==> src/design/deaa_pkg.sv <==
`default_nettype none
package deaa_pkg;

  localparam int DATA_W  = 25;
  localparam int ALIGN_W = 4;
  // room for cursor plus alignment padding plus request size
  localparam int CALC_W  = DATA_W + 2;

  localparam logic [DATA_W-1:0] CAP_RESET = DATA_W'(1048576);

  typedef enum logic [1:0] {
    OP_ALLOC_LOW  = 2'd0,
    OP_ALLOC_HIGH = 2'd1,
    OP_RESET_ALL  = 2'd2,
    OP_RESET_HIGH = 2'd3
  } op_t;

  typedef struct packed {
    logic [DATA_W-1:0] low;
    logic [DATA_W-1:0] high;
    logic [DATA_W-1:0] peak;
  } cursors_t;

  typedef struct packed {
    logic              ok;
    logic [DATA_W-1:0] offset;
    cursors_t          cur;
  } step_res_t;

endpackage
`default_nettype wire

==> src/design/deaa_if.sv <==
`default_nettype none
interface deaa_req_if;
  logic                             valid;
  logic                             ready;
  deaa_pkg::op_t                    op;
  logic [deaa_pkg::DATA_W-1:0]      req_bytes;
  logic [deaa_pkg::ALIGN_W-1:0]     align_log2;

  modport source (output valid, output op, output req_bytes, output align_log2,
                  input ready);
  modport sink (input valid, input op, input req_bytes, input align_log2,
                output ready);
endinterface

interface deaa_rsp_if;
  logic                        valid;
  logic                        ready;
  logic                        ok;
  logic [deaa_pkg::DATA_W-1:0] offset;
  logic [deaa_pkg::DATA_W-1:0] low_used;
  logic [deaa_pkg::DATA_W-1:0] high_used;
  logic [deaa_pkg::DATA_W-1:0] peak_used;

  modport source (output valid, output ok, output offset, output low_used,
                  output high_used, output peak_used, input ready);
  modport sink (input valid, input ok, input offset, input low_used,
                input high_used, input peak_used, output ready);
endinterface
`default_nettype wire

==> src/design/deaa_step.sv <==
`default_nettype none
module deaa_step (
  input  wire deaa_pkg::op_t                op,
  input  wire logic [deaa_pkg::DATA_W-1:0]  req_bytes,
  input  wire logic [deaa_pkg::ALIGN_W-1:0] align_log2,
  input  wire logic [deaa_pkg::DATA_W-1:0]  cap,
  input  wire deaa_pkg::cursors_t           cur,
  output deaa_pkg::step_res_t               res
);
  import deaa_pkg::*;

  logic [CALC_W-1:0] low_e, high_e, cap_e, bytes_e, amask, used;
  logic [CALC_W-1:0] lo_start, lo_end, top, hi_start, new_sum;
  logic              nonzero, lo_fits, hi_fits;
  cursors_t          nxt;

  always_comb begin
    low_e   = CALC_W'(cur.low);
    high_e  = CALC_W'(cur.high);
    cap_e   = CALC_W'(cap);
    bytes_e = CALC_W'(req_bytes);
    amask   = (CALC_W'(1) << align_log2) - CALC_W'(1);
    nonzero = (req_bytes != '0);
    used    = low_e + high_e;

    // low end: round start up
    lo_start = (low_e + amask) & ~amask;
    lo_end   = lo_start + bytes_e;
    lo_fits  = nonzero && (high_e <= cap_e) && (lo_end <= cap_e - high_e);

    // high end: round start down, must not cross the low cursor
    top      = cap_e - high_e;
    hi_start = (top - bytes_e) & ~amask;
    hi_fits  = nonzero && (used <= cap_e) && (bytes_e <= cap_e - used) &&
               (hi_start >= low_e);

    nxt        = cur;
    res.ok     = 1'b0;
    res.offset = '0;
    case (op)
      OP_ALLOC_LOW: begin
        if (lo_fits) begin
          nxt.low    = lo_end[DATA_W-1:0];
          res.ok     = 1'b1;
          res.offset = lo_start[DATA_W-1:0];
        end
      end
      OP_ALLOC_HIGH: begin
        if (hi_fits) begin
          nxt.high   = DATA_W'(cap_e - hi_start);
          res.ok     = 1'b1;
          res.offset = hi_start[DATA_W-1:0];
        end
      end
      OP_RESET_ALL: begin
        nxt.low  = '0;
        nxt.high = '0;
        res.ok   = 1'b1;
      end
      OP_RESET_HIGH: begin
        nxt.high = '0;
        res.ok   = 1'b1;
      end
      default: begin
        nxt = cur;
      end
    endcase

    // peak mark moves only on a granted block and survives resets
    new_sum = CALC_W'(nxt.low) + CALC_W'(nxt.high);
    if ((op == OP_ALLOC_LOW || op == OP_ALLOC_HIGH) && res.ok &&
        new_sum > CALC_W'(cur.peak)) begin
      nxt.peak = new_sum[DATA_W-1:0];
    end
    res.cur = nxt;
  end

endmodule
`default_nettype wire

==> src/design/double_ended_arena_allocator_top.sv <==
`default_nettype none
// channel   dir  payload                                          transfer when
// req       in   op, req_bytes, align_log2                        valid && ready
// rsp       out  ok, offset, low_used, high_used, peak_used       valid && ready
// cfg       in   cfg_wdata (capacity)                             cfg_we
//
// one request per cycle while rsp is not stalled; a request reaches rsp through
// the input register, then the result register where the cursors update
// the cursor update is a single pass of adds, masks and compares on the
// registered request, so a following request sees the new cursors at once
// rst clears cursors, peak mark, capacity (to 1 MiB) and both valid flags
// a stalled rsp holds the result; req stays ready while the input register
// is empty or its request moves on in the same cycle
module double_ended_arena_allocator_top #(
  parameter int ADDR_BITS = 24
) (
  input  wire logic                        clk,
  input  wire logic                        rst,
  input  wire logic                        cfg_we,
  input  wire logic [deaa_pkg::DATA_W-1:0] cfg_wdata,
  deaa_req_if.sink                         req,
  deaa_rsp_if.source                       rsp
);
  import deaa_pkg::*;

  logic [DATA_W-1:0]  capacity;
  logic [DATA_W-1:0]  cap;
  cursors_t           cur;
  step_res_t          res;
  logic               s_valid;
  op_t                s_op;
  logic [DATA_W-1:0]  s_bytes;
  logic [ALIGN_W-1:0] s_align;
  logic               o_valid;
  logic               advance;

  generate
    if (ADDR_BITS >= DATA_W) begin : g_no_clamp
      assign cap = capacity;
    end else begin : g_clamp
      localparam logic [DATA_W-1:0] Lim = DATA_W'(1) << ADDR_BITS;
      assign cap = (capacity < Lim) ? capacity : Lim;
    end
  endgenerate

  assign advance   = s_valid && (!o_valid || rsp.ready);
  assign req.ready = !s_valid || advance;
  assign rsp.valid = o_valid;

  deaa_step u_step (
    .op         (s_op),
    .req_bytes  (s_bytes),
    .align_log2 (s_align),
    .cap        (cap),
    .cur        (cur),
    .res        (res)
  );

  always_ff @(posedge clk) begin
    if (rst) begin
      capacity <= CAP_RESET;
    end else if (cfg_we) begin
      capacity <= cfg_wdata;
    end
  end

  always_ff @(posedge clk) begin
    if (rst) begin
      s_valid <= 1'b0;
    end else if (req.ready) begin
      s_valid <= req.valid;
    end
  end

  always_ff @(posedge clk) begin
    if (req.valid && req.ready) begin
      s_op    <= req.op;
      s_bytes <= req.req_bytes;
      s_align <= req.align_log2;
    end
  end

  always_ff @(posedge clk) begin
    if (rst) begin
      cur     <= '0;
      o_valid <= 1'b0;
    end else begin
      if (advance) begin
        cur     <= res.cur;
        o_valid <= 1'b1;
      end else if (rsp.ready) begin
        o_valid <= 1'b0;
      end
    end
  end

  always_ff @(posedge clk) begin
    if (advance) begin
      rsp.ok        <= res.ok;
      rsp.offset    <= res.offset;
      rsp.low_used  <= res.cur.low;
      rsp.high_used <= res.cur.high;
      rsp.peak_used <= res.cur.peak;
    end
  end

endmodule
`default_nettype wire

==> src/flat_wrapper.sv <==
// flat-port wrapper written by rule: the top's interface ports become plain ports
module double_ended_arena_allocator_top_flat import deaa_pkg::*;
#(
  parameter int ADDR_BITS = 24
)
  (clk, rst, cfg_we, cfg_wdata, req_valid, req_op, req_req_bytes, req_align_log2, req_ready, rsp_valid, rsp_ok, rsp_offset, rsp_low_used, rsp_high_used, rsp_peak_used, rsp_ready);
  deaa_req_if req_i ();
  deaa_rsp_if rsp_i ();
  input  wire logic clk;
  input  wire logic rst;
  input  wire logic cfg_we;
  input  wire logic [deaa_pkg::DATA_W-1:0] cfg_wdata;
  input wire logic [$bits(req_i.valid)-1:0] req_valid;
  input wire logic [$bits(req_i.op)-1:0] req_op;
  input wire logic [$bits(req_i.req_bytes)-1:0] req_req_bytes;
  input wire logic [$bits(req_i.align_log2)-1:0] req_align_log2;
  output wire logic [$bits(req_i.ready)-1:0] req_ready;
  output wire logic [$bits(rsp_i.valid)-1:0] rsp_valid;
  output wire logic [$bits(rsp_i.ok)-1:0] rsp_ok;
  output wire logic [$bits(rsp_i.offset)-1:0] rsp_offset;
  output wire logic [$bits(rsp_i.low_used)-1:0] rsp_low_used;
  output wire logic [$bits(rsp_i.high_used)-1:0] rsp_high_used;
  output wire logic [$bits(rsp_i.peak_used)-1:0] rsp_peak_used;
  input wire logic [$bits(rsp_i.ready)-1:0] rsp_ready;
  assign req_i.valid = req_valid;
  assign req_i.op = req_op;
  assign req_i.req_bytes = req_req_bytes;
  assign req_i.align_log2 = req_align_log2;
  assign req_ready = req_i.ready;
  assign rsp_valid = rsp_i.valid;
  assign rsp_ok = rsp_i.ok;
  assign rsp_offset = rsp_i.offset;
  assign rsp_low_used = rsp_i.low_used;
  assign rsp_high_used = rsp_i.high_used;
  assign rsp_peak_used = rsp_i.peak_used;
  assign rsp_i.ready = rsp_ready;
  double_ended_arena_allocator_top #(.ADDR_BITS(ADDR_BITS)) u_core (.clk(clk), .rst(rst), .cfg_we(cfg_we), .cfg_wdata(cfg_wdata), .req(req_i), .rsp(rsp_i));
endmodule
==> config.mk <==
export PLATFORM = sky130hd
export DESIGN_NAME = double_ended_arena_allocator_top_flat
export DESIGN_NICKNAME = d
export VERILOG_FILES = /design/src/design/deaa_pkg.sv /design/src/design/deaa_if.sv /design/src/design/deaa_step.sv /design/src/design/double_ended_arena_allocator_top.sv /design/src/flat_wrapper.sv
export SDC_FILE = /design/constraint.sdc
export NUM_CORES = 1
export LEC_CHECK = 0
export BUFFER_PORTS_ARGS = -buffer_cell sky130_fd_sc_hd__buf_2
export CELL_PAD_IN_SITES_DETAIL_PLACEMENT = 2
export CELL_PAD_IN_SITES_GLOBAL_PLACEMENT = 2
export CORE_AREA = 5 5 257 259
export DETAILED_ROUTE_END_ITERATION = 12
export DIE_AREA = 0 0 262 264
export PLACE_DENSITY = 0.81
export RECOVER_POWER = 100
export SLEW_MARGIN = 20
export SYNTH_ARGS = -nofsm -noshare
export SYNTH_HDL_FRONTEND = slang
export SYNTH_SLANG_ARGS = --single-unit
==> constraint.sdc <==
create_clock -name clk -period 12.87 [get_ports clk]
set_input_delay 1.287 -clock clk [delete_from_list [all_inputs] [get_ports clk]]
set_output_delay 1.287 -clock clk [all_outputs]
set_load 0.02 [all_outputs]
==> summary.txt <==
Final Hold Viols: 0
Placed cell area: 25000 um2
Final Cycle Share: 0.995
Critical Path Max Stage Delay: 480 ps
Die Width: 262 um
GP Congestion: 0.960
Die area: 69200 um2
Slowest cell on the critical path: o311ai_4
Root Buffer: clkbuf_16
Worst slew pin tran: 4240 ps
CP Class: reg2reg
Fillcell total: 7104
Vias/cell: 5.86
Register area share after synthesis: 0.272
Final nets: 3266
Largest net degree at the start of global routing: 69
Vias: 22094
Mapped Avg Cell Area: 8.69 um2
DP Worst Slack: -2260 ps
Synth Instances: 2537
Hold slack: 480 ps
Clock Path Buffers: 3
Fin Setup TNS: 0 ps
Number of flops mapped to enable cells by yosys: 132
Final Critical Period: 12810 ps
H-Tree Depth: 1
Critical Path End Type: flop
Largest family of logic cells by synthesized area: compound AO/OA/AOI/OAI gates
First-pass detailed-route iteration total: 5
CP Launch Point: u_core.cur[25]$_SDFFE_PP0P_
Status: finished, violations left
Total CTS buffers: 29
FF-to-FF Start: u_core.cur[25]$_SDFFE_PP0P_
Grt total ovfl: 0
DRT iter0 DRCs: 1317
Core Region: 63600 um2
Initial core utilization: 0.346
Most used cell, CP: a21o_1
IO buf count: 163
Post-Synth XOR/XNOR Area: 0.0656
Row count: 93
Synth Cell Area: 22000 um2
Cell variety after synth: 92
Drt wl/cell: 27.6 um
Top-count cell post-synth: ha_1
R2r worst-path depth: 59
Synth Area in Adders: 0.181
Crit path capture: u_core.rsp.peak_used[8]$_DFFE_PP_
Max-cap violations: 5
Worst path required time: 13200 ps
Area of the multi-input gates: 15800 um2
Die Span Y: 264 um
Dominant cell type by area after synthesis: edfxtp_1
Setup violations, final: 0
Synth top area share: 0.180
Fraction of registers with async set/reset: 0
Layout cells sized above 1: 0.186
Top area cells in the synthesized netlist: edfxtp_1 (18%), ha_1 (17%), dfxtp_1 (9.3%)
Hold Path Class: reg2reg
F_max: 78.1 MHz
Final Skew: 16.9 ps
CTS sink count: 234
Violated checks: capacitance limit, slew limit
Worst-path maximum fanout: 21
Routed Antenna Nets: 0
Max-slew violations: 245
Reg-to-Reg End: u_core.rsp.peak_used[8]$_DFFE_PP_
WL final: 104000 um
CTS tree: built
Worst-skew pair later-pin latency: 610 ps
Synth top cells by count: ha_1 (306), inv_1 (213), a21oi_1 (193)
R2r setup slk: 60 ps
First-pass GRT wire length: 150000 um
Pleak: 11.8 nW
Ports: 164
DP HPWL: 79900 um
Post-synthesis compound-gate area fraction: 0.240
Initial antenna violation count: 1
Post-route DRC: 0
Type of origin of the critical path: flop
Vias in the first global route: 24172
Simple-Gate Fraction of Synth Area: 0.154
Worst path arrival time: 13140 ps
Register Area: 6010 um2
Setup ws final: 58.9 ps
Slew headroom: -1.82
Peak VDD IR: 122 uV
Post-layout power: 0.00593 W
P per Cell Area: 218 nW/um2
Yosys warns: 0
Mux contribution to synthesized area: 0.0346
Total track usage: 0.280
Area grow syn2layout: 23.7%
Clock transition at path regs: 60 ps
Top FF cell, synth: edfxtp_1
Final Cell Area: 27300 um2
Antenna Cells: 0
Number of synthesized register bits: 234
==> final cells by class <==
class	instances	share of cell area
clock buffer	37	0.0304
clock inverter	17	0.00652
inverter	215	0.0296
multi-input combinational	2014	0.581
sequential	234	0.221
tap	855	0.0392
timing repair buffer	397	0.0931
==> through the flow <==
stage,utilization,std cells
2_1_floorplan,-,2542
3_3_place_gp,0.392,3654
3_5_place_dp,0.392,3654
4_1_cts,0.416,3729
5_1_grt,0.428,3769
6_report,0.428,3769
==> state kept, by name, summed over array words and instances (netlist names) <==
register and cells:
u_core.rsp.ok 1, u_core.s_align 4, u_core.rsp.offset 25, u_core.rsp.high_used 25, u_core.capacity 25, u_core.rsp.peak_used 25
u_core.rsp.low_used 25, u_core.s_bytes 25, u_core.rsp.valid 1, u_core.s_op 2, u_core.cur 75, u_core.s_valid 1
==> critical path: cells and delay by family (launching register included) <==
kind / cells / cell delay [ps]
flip-flops: 1 / 390
XOR/XNOR: 3 / 630
AND/OR/NAND/NOR: 12 / 1620
AO/OA/AOI/OAI: 26 / 6010
multiplexers: 1 / 400
adder cells (fa/ha/maj): 6 / 1710
buffers and inverters: 11 / 1700
==> worst min-delay path by stage <==
stage                                                 from  depth (start not counted)                               end
after CTS                 u_core.capacity[20]$_SDFFE_PP1P_                          2  u_core.capacity[20]$_SDFFE_PP1P_
after detailed placement  u_core.capacity[20]$_SDFFE_PP1P_                          2  u_core.capacity[20]$_SDFFE_PP1P_
final                     u_core.capacity[20]$_SDFFE_PP1P_                          2  u_core.capacity[20]$_SDFFE_PP1P_
after global placement    u_core.capacity[20]$_SDFFE_PP1P_                          2  u_core.capacity[20]$_SDFFE_PP1P_
after global routing           u_core.cur[23]$_SDFFE_PP0P_                          2       u_core.cur[23]$_SDFFE_PP0P_
after floorplan           u_core.capacity[20]$_SDFFE_PP1P_                          2  u_core.capacity[20]$_SDFFE_PP1P_
==> logic make-up (layout without fill, tap and decap cells) <==
group | after synthesis | after routing
buf+inv | 294 | 666
simple gates | 688 | 688
mux | 73 | 73
other cells | 1 | 6
compound gates | 768 | 768
xor+xnor | 165 | 165
flops | 234 | 234
fa+ha+maj | 314 | 314
==> per-layer routing <==
| metal | wire, um | global-route usage | vias up |
|---|---|---|---|
| li1 | - | - | 10092 |
| met4 | 6050 | 0.127 | 2 |
| met2 | 49400 | 0.482 | 599 |
| met1 | 43900 | 0.353 | 11184 |
| met5 | 14 | 0 | - |
| met3 | 4560 | 0.0267 | 217 |
==> cells in the final DEF, fill, tap and decap left out, drive strengths merged, types with 9 or more instances in the layout <==
cell	netlist	routed
or2	9	9
a211oi	24	24
nand4	45	45
o21a	35	35
and3	21	21
a21oi	197	197
o2111ai	23	23
buf	19	290
clkbuf	60	144
mux2	25	25
inv	213	214
o21bai	38	38
a21o	100	100
nor3	40	40
dfxtp	102	102
ha	306	306
o311ai	26	26
and4	10	10
nand3	77	77
nand2b	28	28
nand2	153	153
a22oi	22	22
and2	17	17
nor2b	57	57
or3	18	18
edfxtp	132	132
xor2	64	64
nor2	182	182
o21ai	135	135
a22o	44	44
o211ai	17	17
nor4	15	15
mux2i	48	48
xnor2	101	101
a31oi	13	13
clkinv	2	11
==> where the power goes <==
part	internal (W)	switching, W	total, W
clock network	0.000515	0.000379	0.000893
logic	0.00160	0.00250	0.00411
registers	0.000881	0.0000500	0.000931
total	0.00300	0.00293	0.00593
==> repair_timing <==
| item | in CTS | in global routing |
|---|---|---|
| hold buffers | 0 | 0 |
| endpoints found under the setup margin | 50 | 50 |
| buffers inserted | 20 | 40 |
| pin swaps | 22 | 61 |
| cloned | 1 | 0 |
| resized for setup | 83 | 142 |
Note: power is estimated with default switching activity, not from simulation.
